$ cat config.mk
export PLATFORM = sky130hd
export DESIGN_NAME = tlv_subrecord_deframer
export DESIGN_NICKNAME = d
export VERILOG_FILES = /design/src/design/tlvd_pkg.sv /design/src/design/tlvd_core.sv /design/src/design/tlvd_out_reg.sv /design/src/design/tlv_subrecord_deframer.sv
export SDC_FILE = /design/constraint.sdc
export NUM_CORES = 1
export LEC_CHECK = 0
export ABC_AREA = 1
export BUFFER_PORTS_ARGS = -buffer_cell sky130_fd_sc_hd__buf_2
export CAP_MARGIN = 20
export CORE_MARGIN = 2
export CORE_UTILIZATION = 40
export CTS_CLUSTER_SIZE = 12
export DETAILED_ROUTE_END_ITERATION = 8
export SLEW_MARGIN = 30
export SYNTH_ARGS = -nofsm -noshare
export SYNTH_HDL_FRONTEND = slang
export SYNTH_SLANG_ARGS = --single-unit
export TNS_END_PERCENT = 1
$ cat constraint.sdc
create_clock -name clk_i -period 8.45 [get_ports clk_i]
set_input_delay 1.69 -clock clk_i [delete_from_list [all_inputs] [get_ports clk_i]]
set_output_delay 1.69 -clock clk_i [all_outputs]
set_load 0.05 [all_outputs]
$ cat src/design/tlvd_pkg.sv
`timescale 1ns / 1ps
// ----------------------------------------------------------------------------
// tlvd_pkg
// Shared types and constants for the tag-length-value field deframer.
// ----------------------------------------------------------------------------
package tlvd_pkg;

  localparam int unsigned HdrCountW = 3;
  localparam logic [HdrCountW-1:0] HeaderBytes = 3'd6;

  // tag whose data carries the override length
  localparam logic [31:0] TagOverride = 32'h5858_5858;

  localparam int unsigned CaptureW = 3;
  localparam logic [CaptureW-1:0] CaptureBytes = 3'd4;

  typedef struct packed {
    logic [31:0] field_tag;
    logic [31:0] field_length;
    logic [31:0] byte_offset;
    logic [7:0]  byte_value;
    logic        in_header;
    logic        field_done;
    logic        truncated;
  } tlvd_result_t;

endpackage

$ cat src/design/tlvd_core.sv
`timescale 1ns / 1ps
// ----------------------------------------------------------------------------
// tlvd_core
// Per-word parse state and the single-pass update that yields one result
// for each accepted word.
// ----------------------------------------------------------------------------
module tlvd_core
  import tlvd_pkg::*;
(
  input  logic         clk_i,
  input  logic         rst_ni,
  input  logic         step_i,
  input  logic [7:0]   data_byte_i,
  input  logic         record_last_i,
  output tlvd_result_t res_o
);

  logic [HdrCountW-1:0] count_q, count_d;
  logic [39:0]          shift_q, shift_d;
  logic [31:0]          remaining_q, remaining_d;
  logic [31:0]          offset_q, offset_d;
  logic [31:0]          length_q, length_d;
  logic [31:0]          override_q, override_d;
  logic [CaptureW-1:0]  capture_q, capture_d;

  logic [15:0] raw_len;
  logic [31:0] eff_len;
  logic [31:0] hdr_tag;
  logic [1:0]  lane;

  always_comb begin
    count_d     = count_q;
    shift_d     = shift_q;
    remaining_d = remaining_q;
    offset_d    = offset_q;
    length_d    = length_q;
    override_d  = override_q;
    capture_d   = capture_q;

    // shift holds header bytes one to five, oldest on top
    hdr_tag = shift_q[39:8];
    raw_len = {data_byte_i, shift_q[7:0]};
    eff_len = (raw_len != 16'd0) ? {16'd0, raw_len} : override_q;
    lane    = 2'(CaptureBytes - capture_q);

    res_o              = '0;
    res_o.byte_value   = data_byte_i;

    if (count_q != HeaderBytes) begin
      res_o.in_header = 1'b1;
      if (count_q == HeaderBytes - 3'd1) begin
        res_o.field_tag    = hdr_tag;
        res_o.field_length = eff_len;
        remaining_d        = eff_len;
        offset_d           = '0;
        length_d           = eff_len;
        count_d            = HeaderBytes;
        if (hdr_tag == TagOverride) begin
          override_d = '0;
          capture_d  = (eff_len != 32'd0) ? CaptureBytes : '0;
        end
        if (eff_len == 32'd0) begin
          res_o.field_done = 1'b1;
          count_d          = '0;
          capture_d        = '0;
        end
      end else begin
        shift_d = {shift_q[31:0], data_byte_i};
        count_d = count_q + 3'd1;
      end
    end else begin
      res_o.field_tag    = hdr_tag;
      res_o.field_length = length_q;
      res_o.byte_offset  = offset_q;
      if (capture_q != '0) begin
        override_d[8*lane +: 8] = data_byte_i;
        capture_d               = capture_q - 3'd1;
      end
      offset_d = offset_q + 32'd1;
      if (remaining_q <= 32'd1) begin
        res_o.field_done = 1'b1;
        remaining_d      = '0;
        count_d          = '0;
        capture_d        = '0;
      end else begin
        remaining_d = remaining_q - 32'd1;
      end
    end

    if (record_last_i) begin
      res_o.truncated = (count_d != '0);
      count_d     = '0;
      shift_d     = '0;
      remaining_d = '0;
      offset_d    = '0;
      length_d    = '0;
      override_d  = '0;
      capture_d   = '0;
    end
  end

  always_ff @(posedge clk_i or negedge rst_ni) begin
    if (!rst_ni) begin
      count_q     <= '0;
      shift_q     <= '0;
      remaining_q <= '0;
      offset_q    <= '0;
      length_q    <= '0;
      override_q  <= '0;
      capture_q   <= '0;
    end else if (step_i) begin
      count_q     <= count_d;
      shift_q     <= shift_d;
      remaining_q <= remaining_d;
      offset_q    <= offset_d;
      length_q    <= length_d;
      override_q  <= override_d;
      capture_q   <= capture_d;
    end
  end

endmodule

$ cat src/design/tlvd_out_reg.sv
`timescale 1ns / 1ps
// ----------------------------------------------------------------------------
// tlvd_out_reg
// Result register with valid/ready; reloads in the cycle its word is taken.
// ----------------------------------------------------------------------------
module tlvd_out_reg
  import tlvd_pkg::*;
(
  input  logic         clk_i,
  input  logic         rst_ni,
  input  logic         load_i,
  input  tlvd_result_t res_i,
  input  logic         out_ready_i,
  output logic         ready_o,
  output logic         out_valid_o,
  output tlvd_result_t res_o
);

  logic         valid_q, valid_d;
  tlvd_result_t res_q;

  assign ready_o = !valid_q || out_ready_i;

  always_comb begin
    valid_d = valid_q;
    if (load_i) begin
      valid_d = 1'b1;
    end else if (out_ready_i) begin
      valid_d = 1'b0;
    end
  end

  always_ff @(posedge clk_i or negedge rst_ni) begin
    if (!rst_ni) begin
      valid_q <= 1'b0;
    end else begin
      valid_q <= valid_d;
    end
  end

  always_ff @(posedge clk_i) begin
    if (load_i) begin
      res_q <= res_i;
    end
  end

  assign out_valid_o = valid_q;
  assign res_o       = res_q;

endmodule

$ cat src/design/tlv_subrecord_deframer.sv
`timescale 1ns / 1ps
// ----------------------------------------------------------------------------
// tlv_subrecord_deframer
// Splits a record's field area, one byte per word, into tagged fields.
// ----------------------------------------------------------------------------
// Takes one byte per clock while the output is not stalled, and returns one
// result word per byte, valid in the cycle after acceptance. Throughput is
// one word per cycle when unstalled: the parse state updates combinationally
// and the result register reloads in the same cycle its word is taken.
// Each field has a six-byte header (four tag characters, then a 16-bit
// little-endian length); a zero length picks up the override taken from the
// first four data bytes of the latest XXXX field. All state clears after the
// word marked record_last_i, flagging truncated_o if a field was left open.
module tlv_subrecord_deframer
  import tlvd_pkg::*;
(
  input  logic        clk_i,
  input  logic        rst_ni,
  input  logic        in_valid_i,
  output logic        in_ready_o,
  input  logic [7:0]  data_byte_i,
  input  logic        record_last_i,
  output logic        out_valid_o,
  input  logic        out_ready_i,
  output logic [31:0] field_tag_o,
  output logic [31:0] field_length_o,
  output logic [31:0] byte_offset_o,
  output logic [7:0]  byte_value_o,
  output logic        in_header_o,
  output logic        field_done_o,
  output logic        truncated_o
);

  logic         step;
  tlvd_result_t step_res;
  tlvd_result_t out_res;

  assign step = in_valid_i && in_ready_o;

  tlvd_core u_core (
    .clk_i         (clk_i),
    .rst_ni        (rst_ni),
    .step_i        (step),
    .data_byte_i   (data_byte_i),
    .record_last_i (record_last_i),
    .res_o         (step_res)
  );

  tlvd_out_reg u_out_reg (
    .clk_i       (clk_i),
    .rst_ni      (rst_ni),
    .load_i      (step),
    .res_i       (step_res),
    .out_ready_i (out_ready_i),
    .ready_o     (in_ready_o),
    .out_valid_o (out_valid_o),
    .res_o       (out_res)
  );

  assign field_tag_o    = out_res.field_tag;
  assign field_length_o = out_res.field_length;
  assign byte_offset_o  = out_res.byte_offset;
  assign byte_value_o   = out_res.byte_value;
  assign in_header_o    = out_res.in_header;
  assign field_done_o   = out_res.field_done;
  assign truncated_o    = out_res.truncated;

endmodule

# Word-level counts from Yosys, hierarchy flattened
# Cells that the tools add are included.
[op_classes]
n_addsub = 6
order_cmp = 1
n_eq_ne = 7
shift = 2
muxes = 41
n_reduce_logical = 18
[ops]
columns = ["cell", "n"]
rows = [
  ["32-bit two-way mux", 15],
  ["64-bit two-way mux", 2],
  ["40-bit two-way mux", 3],
  ["3-bit two-way mux", 13],
  ["5-bit negation with 34-bit output", 1],
  ["8-bit by 34-bit variable shift with 32-bit output, first input constant", 1],
  ["8-bit by 34-bit variable part select with 32-bit output", 1],
  ["32-bit by 1-bit adder with 32-bit output, second input constant", 1],
  ["32-bit bitwise mux", 1],
  ["32-bit by 31-bit equality test with 1-bit output, second input constant", 1],
  ["32-bit by 1-bit <= comparator with 1-bit output, second input constant", 1],
  ["32-bit zero test", 1],
  ["32-bit nonzero test", 1],
  ["32-bit by 1-bit subtractor with 32-bit output, second input constant", 1],
  ["16-bit nonzero test", 1],
  ["3-bit inequality test, second input constant", 3],
  ["3-bit nonzero test", 3],
  ["4-bit AND reduction", 2],
  ["1-bit two-way mux", 7],
  ["3-bit AND reduction", 2],
  ["2-bit nonzero test", 3],
  ["4-bit inequality test, second input constant", 1],
  ["4-bit nonzero test", 1],
  ["3-bit by 1-bit adder with 3-bit output, second input constant", 1],
  ["8 further kinds", 8],
]
[word_totals]
ff_bits = 282
input_bits = 13
out_inout_bits = 109
wordCells = 90

# Longest topological paths before layout
# Gate-level depths: netlist (run 1).
[depth]
depth_word = 9
ltp_mapped = 17
depth_no_buf = 17

# Cells and area by module
# Synthesis (run 1) repeated with hierarchy kept, for this count alone.
[unflattened]
hier_cells = 1362
hier_area_um2 = 12829.8
[modules_own_cells]
columns = ["module", "n_inst", "cells_each", "area_per_inst_um2", "seq_area_each_um2"]
rows = [
  ["tlvd_core", 1, 1248, 9564.2, 4354.2],
  ["tlvd_out_reg", 1, 112, 3258.1, 3238.1],
  ["tlv_subrecord_deframer", 1, 2, 7.5, 0.0],
]

# Worst setup path after synthesis (run 1)
# Ideal clock, no wire load.
[synth_path]
path_kind = "input to register"
startpoint = "input out_ready_i"
endpoint = "register u_core.offset_q[29]"
arrival_time_ps = 4974
slack_ps = 3352
path_stages = 13
n_path_buf = 0
cell_sequence = "inv_1 a21oi_4 nand2_2 inv_2 nand3_2 inv_2 nand3_2 nor2_2 nand2_1 inv_2 nand3_1 o21ai_1 a21oi_1"
[synth_via]
elab_chain_len = 3
[synth_rtl]
columns = ["item", "line", "rtl"]
rows = [
  ["start: declaration", "tlv_subrecord_deframer.sv:24", "input logic out_ready_i,"],
  ["1-bit logical OR", "tlvd_out_reg.sv:22", "assign ready_o = !valid_q || out_ready_i;"],
  ["1-bit logical AND", "tlv_subrecord_deframer.sv:38", "assign step = in_valid_i && in_ready_o;"],
  ["net step", "tlv_subrecord_deframer.sv:34", "logic step;"],
  ["2-bit AND reduction (no source line)", "--", ""],
  ["end signal: assignment", "tlvd_core.sv:115", "offset_q <= offset_d;"],
  ["end: declaration", "tlvd_core.sv:21", "logic [31:0] offset_q, offset_d;"],
]
# The timed path passes the listed nets, and every way through them passes these cells.
# A chain may end at the register's enable or synchronous reset.

# Final worst setup path (run 1)
# Ends and elaborated chain as after synthesis.

==> results of run 1 <==
[cell families after synthesis]
| kind of cell | share of synthesized area [%] |
|---|---|
| buffers and inverters | 7.862 |
| flip-flops | 58.90 |
| XOR/XNOR | 1.427 |
| AO/OA/AOI/OAI | 12.74 |
| AND/OR/NAND/NOR | 17.91 |
| adder cells (fa/ha/maj) | 1.165 |
[layout by cell type (no fill, tap or decap), types with 4 or more instances in the layout]
cell type and instances:
nor2_2 11, buf_4 8, clkbuf_1 10, nor3_1 28, edfxtp_1 107, o21ai_0 40
inv_1 173, ha_1 12, nand2_1 191, nand3_1 56, inv_2 31, a21oi_1 35
clkinv_1 5, nand2_2 24, nand4_1 20, buf_2 120, clkbuf_8 4, xor2_1 20
clkbuf_16 31, nor2_1 156, a211oi_1 5, dfrtp_1 175, nand3_2 6, o22ai_1 136
o21ai_1 44, nor2_4 7, nor4_1 7, clkinvlp_4 4, a22o_1 5
[power by group through the flow]
stage / Sequential [W] / Clock (W) / Combinational (W)
after global placement: 0.00155 / 0 / 0.000583
after global routing: 0.00154 / 0.00138 / 0.000651
after floorplan: 0.00164 / 0 / 0.000349
final: 0.00153 / 0.00130 / 0.000592
after CTS: 0.00153 / 0.00132 / 0.000593
after detailed placement: 0.00155 / 0 / 0.000590
[final cells by class]
type	instances	share of cell area [%]
Inverter	205	5.193
Clock inverter	13	0.7430
Tap cell	402	3.394
Sequential cell	282	51.23
Multi-Input combinational cell	825	29.02
Timing Repair Buffer	129	4.559
Clock buffer	45	5.860
[routing by layer]
layer	wire (um)	part of all wire, %
met3	1463	4.6
met5	0	0
met4	591	1.9
met1	15010	48
met2	14450	46
[state kept, by name, indices dropped and copies added, names as in the netlist]
register	cells
u_core.length_q	32
u_out_reg.res_o	107
u_core.offset_q	32
u_core.remaining_q	32
u_core.override_q	32
u_core.capture_q	3
u_core.shift_q	40
u_out_reg.out_valid_o	1
u_core.count_q	3
[through the flow]
step	hold slack, ns	instances	util, %	setup slack, ns
floorplan	0.4559	1364	-	3.352
global placement	0.4877	1843	43.73	3.644
detailed placement	0.4920	1843	43.75	3.516
CTS	0.5087	1901	46.84	4.108
global route	0.5449	1901	46.84	3.861
finish	0.5126	1901	46.84	4.109
[how the worst max path moves through the flow]
stage               slack [ns]  depth (start not counted)        start                         endpoint
floorplan                 3.35                         13  out_ready_i  u_core.offset_q[29]$_DFFE_PN0P_
global placement          3.64                         15  out_ready_i  u_core.offset_q[29]$_DFFE_PN0P_
detailed placement        3.52                         15  out_ready_i  u_core.offset_q[29]$_DFFE_PN0P_
CTS                       4.11                         15  out_ready_i  u_core.offset_q[29]$_DFFE_PN0P_
global route              3.86                         15  out_ready_i  u_core.offset_q[29]$_DFFE_PN0P_
finish                    4.11                         15  out_ready_i  u_core.offset_q[29]$_DFFE_PN0P_
[worst max-delay path, stage by stage]
cell	delay (ns)
buf_2	0.08
inv_1	0.06
a21oi_4	0.11
buf_4	0.68
nand2_2	0.50
inv_2	0.62
nand3_2	0.21
inv_2	0.09
nand3_2	0.09
nor2_2	0.17
nand2_1	0.13
inv_2	0.07
nand3_1	0.07
o21ai_1	0.13
a21oi_1	0.05
==> run summary, run 1 <==
Fmax achieved: 230.4 MHz
drt drc: 0
All-Layer GR Usage: 18.58%
crit-path max FO: 69
Filler Cell Count: 2982
largest area contributor in the netlist: dfrtp_1
Reg clk slew, reported paths: 0.06 ns
syn avg cell area: 9.451 um2
global routing usage on met1: 27.39%
I/O pin cnt: 122
post-route setup TNS: 0 ns
R2R depth: 17
post-route cell area: 14820 um2
#FFs+latches synth: 282
CTS Sinks: 282
area post-placement: 13840 um2
Final period util: 51.37%
CTS tree: done
hold path cells: 1
Die Height: 183.5 um
post-cts repair resize count: 0
Hold EP: u_core.offset_q[27]$_DFFE_PN0P_
Post-Syn Area: 12890 um2
Min Clock Period, post-route: 4.341 ns
FF-to-FF Start: u_core.count_q[0]$_DFFE_PN0P_
Die X: 183.5 um
worst hold path type: register to register
Routed WL: 31.52 mm
gr ovfl total: 0
Net Sw Power: 0.001019 W
Slew Viols, Final: 0
internal power: 0.002398 W
Bufs on Longest Clock Path: 3
CP Launch Type: input pin
most used routing layer: met2
first-pass GRT wire length: 50.50 mm
Worst Path Required: 8.89 ns
Inserted Diodes: 0
beginning of the worst hold path: u_core.offset_q[27]$_DFFE_PN0P_
Switching Fraction: 29.82%
multi-input logic area: 4300 um2
combinational fraction of design power: 17.3%
WL/cell: 16.58 um
FFs w/ async S/R, synth: 62.06%
vias per cell: 5.199
fin nets: 1499
relative slew slack: 42.23%
Num CTS Buffers: 31
Cell variety after synth: 46
status: completed
layout cells sized above 1: 17.41%
R2R Path End: u_core.offset_q[29]$_DFFE_PN0P_
register area share after synthesis: 58.90%
# setup viols final: 0
Post-CTS Setup Bufs: 0
Final Hold Fails: 0
vias in the first global route: 9518
synthesized instance count: 1364
predominant post-synthesis flop cell: dfrtp_1
leakage power: 6.307 nW
die area: 33680 um2
Synth top area share: 33.97%
CTS root buf: clkbuf_16
CP Data Arrival Time: 4.78 ns
post-route ant nets: 0
cts hold-fix bufs: 0
Tot Pwr: 0.003416 W
RD Place Congestion: 0.8683
Post-synth EDFFs: 107
largest net degree at the start of global routing: 112
Via Count: 9884
clock skew: 0.02235 ns
CP endpoint kind: register
pwr dens: 230.5 nW/um2
antenna violations before repair: 0
Yosys warning count: 0
GRT met3 Usage: 2.397%
commonest cells in the netlist: 193 x nand2_1, 175 x dfrtp_1, 173 x inv_1, 158 x nor2_1, 136 x o22ai_1
setup slack, reg-to-reg: 4.59 ns
Core Region: 31640 um2
row count: 65
worst skew pair latency: 0.58 ns
area grow syn2layout: 14.96%
most frequent cell after synthesis: nand2_1
H-tree depth: 1
sequential standard cell area: 7592 um2
hpwl dp: 21.10 mm
PortBufs: 121
peak supply drop: 0.0001604 V
synth top area cells: dfrtp_1 34%, edfxtp_1 25%, o22ai_1 6.6%
Clk network pwr share: 37.9%
starting density of the core: 40.75%
syn_nets: 1389
Crit Path Class: input pin to register
register share of total power: 44.7%
RSZ-0062 raised after global routing: false
met2 GRT Util: 29.03%
worst-margin pin slew: 0.8665 ns
initial detailed-routing violation count: 842
drt pass-1 iters: 5
Max-Cap Viols: 0
Note: power is estimated with default switching activity, not from simulation.
==> run 2: changes to the inputs <==
clock period = 3.7 ns   (was 8.45 ns; I/O delays follow)
==> run 2 against run 1 <==
  * Sequential share of layout area fell by 0.36 points
  * Global-route usage is 0.53 points higher
  * Routed wire length grew 1.8%
  * Sequential power rose by 130%
  * Register-to-register slack worse by 3.8 ns
  * Worst setup slack worse by 3.3 ns
  * Flip-flop and latch count unchanged
  * Core utilization rose by 0.33 points
  * First-iteration DRC count fell by 19%
  * Design area rose by 0.70%
  * Clock skew is 0.011 ns lower
  * Largest cell class unchanged
==> run summary, run 2 (synthesis gave the netlist of run 1 again) <==
CP Data Arrival Time: 3.34 ns (was 4.78 ns)
CP endpoint kind: register (unchanged)
Clk network pwr share: 38.2% (was 37.9%)
status: completed (unchanged)
vias per cell: 5.239 (was 5.199)
fin nets: 1505 (was 1499)
area grow syn2layout: 15.76% (was 14.96%)
pwr dens: 526.8 nW/um2 (was 230.5 nW/um2)
worst skew pair latency: 0.55 ns (was 0.58 ns)
All-Layer GR Usage: 19.11% (was 18.58%)
post-route ant nets: 0 (unchanged)
WL/cell: 16.84 um (was 16.58 um)
starting density of the core: 40.75% (unchanged)
combinational fraction of design power: 17.4% (was 17.3%)
Bufs on Longest Clock Path: 3 (unchanged)
# setup viols final: 0 (unchanged)
cts hold-fix bufs: 0 (unchanged)
Die Height: 183.5 um (unchanged)
flip-flop count of the largest register after layout: 107 (unchanged)
Die X: 183.5 um (unchanged)
CTS root buf: clkbuf_16 (unchanged)
initial detailed-routing violation count: 685 (was 842)
Routed WL: 32.09 mm (was 31.52 mm)
Max-Cap Viols: 0 (unchanged)
RSZ-0062 raised after global routing: false (unchanged)
Crit Path Class: register to register (was input pin to register)
Post-CTS Setup Bufs: 0 (unchanged)
Slew Viols, Final: 0 (unchanged)
Min Clock Period, post-route: 2.914 ns
commonest non-fill, non-tap cell in the layout: nand2_1 (unchanged)
H-tree depth: 1 (unchanged)
die area: 33680 um2 (unchanged)
layout cells sized above 1: 17.96% (was 17.41%)
Num CTS Buffers: 31 (unchanged)
post-cts repair resize count: 0 (unchanged)
Via Count: 9986 (was 9884)
hpwl dp: 21.59 mm (was 21.10 mm)
post-route setup TNS: 0 ns (unchanged)
CTS Sinks: 282 (unchanged)
worst-margin pin slew: 0.8621 ns (was 0.8665 ns)
vias in the first global route: 9659 (was 9518)
Reg clk slew, reported paths: 0.06 ns (about the same)
clock skew: 0.01130 ns (was 0.02235 ns)
CP Launch Type: register (was input pin)
RD Place Congestion: 0.8574 (was 0.8683)
relative slew slack: 42.08% (was 42.23%)
CTS tree: done (unchanged)
drt pass-1 iters: 5 (unchanged)
largest net degree at the start of global routing: 113 (was 112)
PortBufs: 121 (unchanged)
Hold WS: 0.1795 ns (was 0.5126 ns)
commonest cells after routing, fill and taps aside: 191 x nand2_1, 175 x dfrtp_1, 171 x inv_1 (was 191 x nand2_1, 175 x dfrtp_1, 173 x inv_1)
Final period util: 78.77%
peak supply drop: 0.0003544 V (was 0.0001604 V)
drt drc: 0 (unchanged)
crit-path max FO: 35 (was 69)
gr ovfl total: 0 (unchanged)
Filler Cell Count: 2982 (unchanged)
Final Hold Fails: 0 (unchanged)
Core Region: 31640 um2 (unchanged)
I/O pin cnt: 122 (unchanged)
leakage power: 6.360 nW (was 6.307 nW)
internal power: 0.005566 W (was 0.002398 W)
register share of total power: 44.4% (was 44.7%)
Switching Fraction: 29.19% (was 29.82%)
first-pass GRT wire length: 51.67 mm (was 50.50 mm)
worst hold path type: input pin to asynchronous set/reset pin (was register to register)
Worst Path Required: 4.13 ns (was 8.89 ns)
Net Sw Power: 0.002295 W (was 0.001019 W)
Fmax achieved: 343.1 MHz
row count: 65 (unchanged)
antenna violations before repair: 0 (unchanged)
Tot Pwr: 0.007861 W (was 0.003416 W)
run 2: cell types whose count changed in the layout (fill, tap and decap cells not counted), sizes merged:
cell	before	now
buf	129	135
clkinv	8	12
clkinvlp	4	0
clkbuf	45	42
bufinv	1	3
diode	0	1
inv	205	204
run 2: metrics by stage:
stage	area [um2]	utilization, %	worst slack, ns	std cells
finish	14920	47.17	0.7856	1906
global route	14920	47.16	0.5619	1905
CTS	14920	47.15	0.7418	1905
detailed placement	13940	44.05	0.6617	1849
global placement	13940	44.05	0.6873	1849
floorplan	12920	-	-0.3723	1364
run 2: critical path: stages (launching register included):
cell      delay (ns)
dfrtp_1         0.41
inv_1           0.08
ha_1            0.24
nand2_2         0.10
inv_2           0.05
nor2_4          0.10
buf_4           0.35
nor2_1          0.11
nand2_1         0.08
buf_4           0.17
clkinv_1        0.63
a22o_1          0.44
run 2: routing by layer:
| layer | up-vias | wire (um) | part of all wire, % | track usage, % |
|---|---|---|---|---|
| li1 | 4853 | - | - | - |
| met1 | 4777 | 14840 | 46 | 27.59 |
| met2 | 296 | 14610 | 46 | 30.08 |
| met3 | 60 | 1879 | 5.9 | 3.110 |
| met4 | 0 | 756 | 2.4 | 4.896 |
| met5 | - | 0 | 0 | 0 |
run 2: area by class of cell:
cell class	instances	area (um2)	share of cell area [%]
repair buffers	135	742.0	4.972
well taps	402	503.0	3.370
inverters	205	782.0	5.240
multi-input cells	825	4320	28.95
clock inverters	14	143.9	0.9642
flip-flops and latches	282	7592	50.88
diodes	1	2.502	0.01677
clock buffers	42	837.1	5.609
run 2: worst paths after layout:
path	from	to	slack, ns	depth (start not counted)
max	u_core.count_q[0]$_DFFE_PN0P_	u_core.remaining_q[22]$_DFFE_PN0P_	0.79	11
min	rst_ni	u_core.shift_q[33]$_DFFE_PN0P_	0.18	1
max reg2reg	u_core.count_q[0]$_DFFE_PN0P_	u_core.remaining_q[22]$_DFFE_PN0P_	0.79	11
min reg2reg	u_core.override_q[25]$_DFFE_PN0P_	u_core.override_q[25]$_DFFE_PN0P_	0.51	2
max in group asynchronous	rst_ni	u_core.remaining_q[16]$_DFFE_PN0P_	2.68	2
min in group clk_i	in_valid_i	u_out_reg.out_valid_o$_DFFE_PN0P_	0.42	3
run 2: power groups by stage:
stage | Combinational [W] | Clock [W] | Sequential (W)
2_1_floorplan | 0.000798 | 0 | 0.00374
3_3_place_gp | 0.00135 | 0 | 0.00355
3_5_place_dp | 0.00136 | 0 | 0.00355
4_1_cts | 0.00137 | 0.00307 | 0.00349
5_1_grt | 0.00151 | 0.00320 | 0.00351
6_report | 0.00137 | 0.00300 | 0.00349
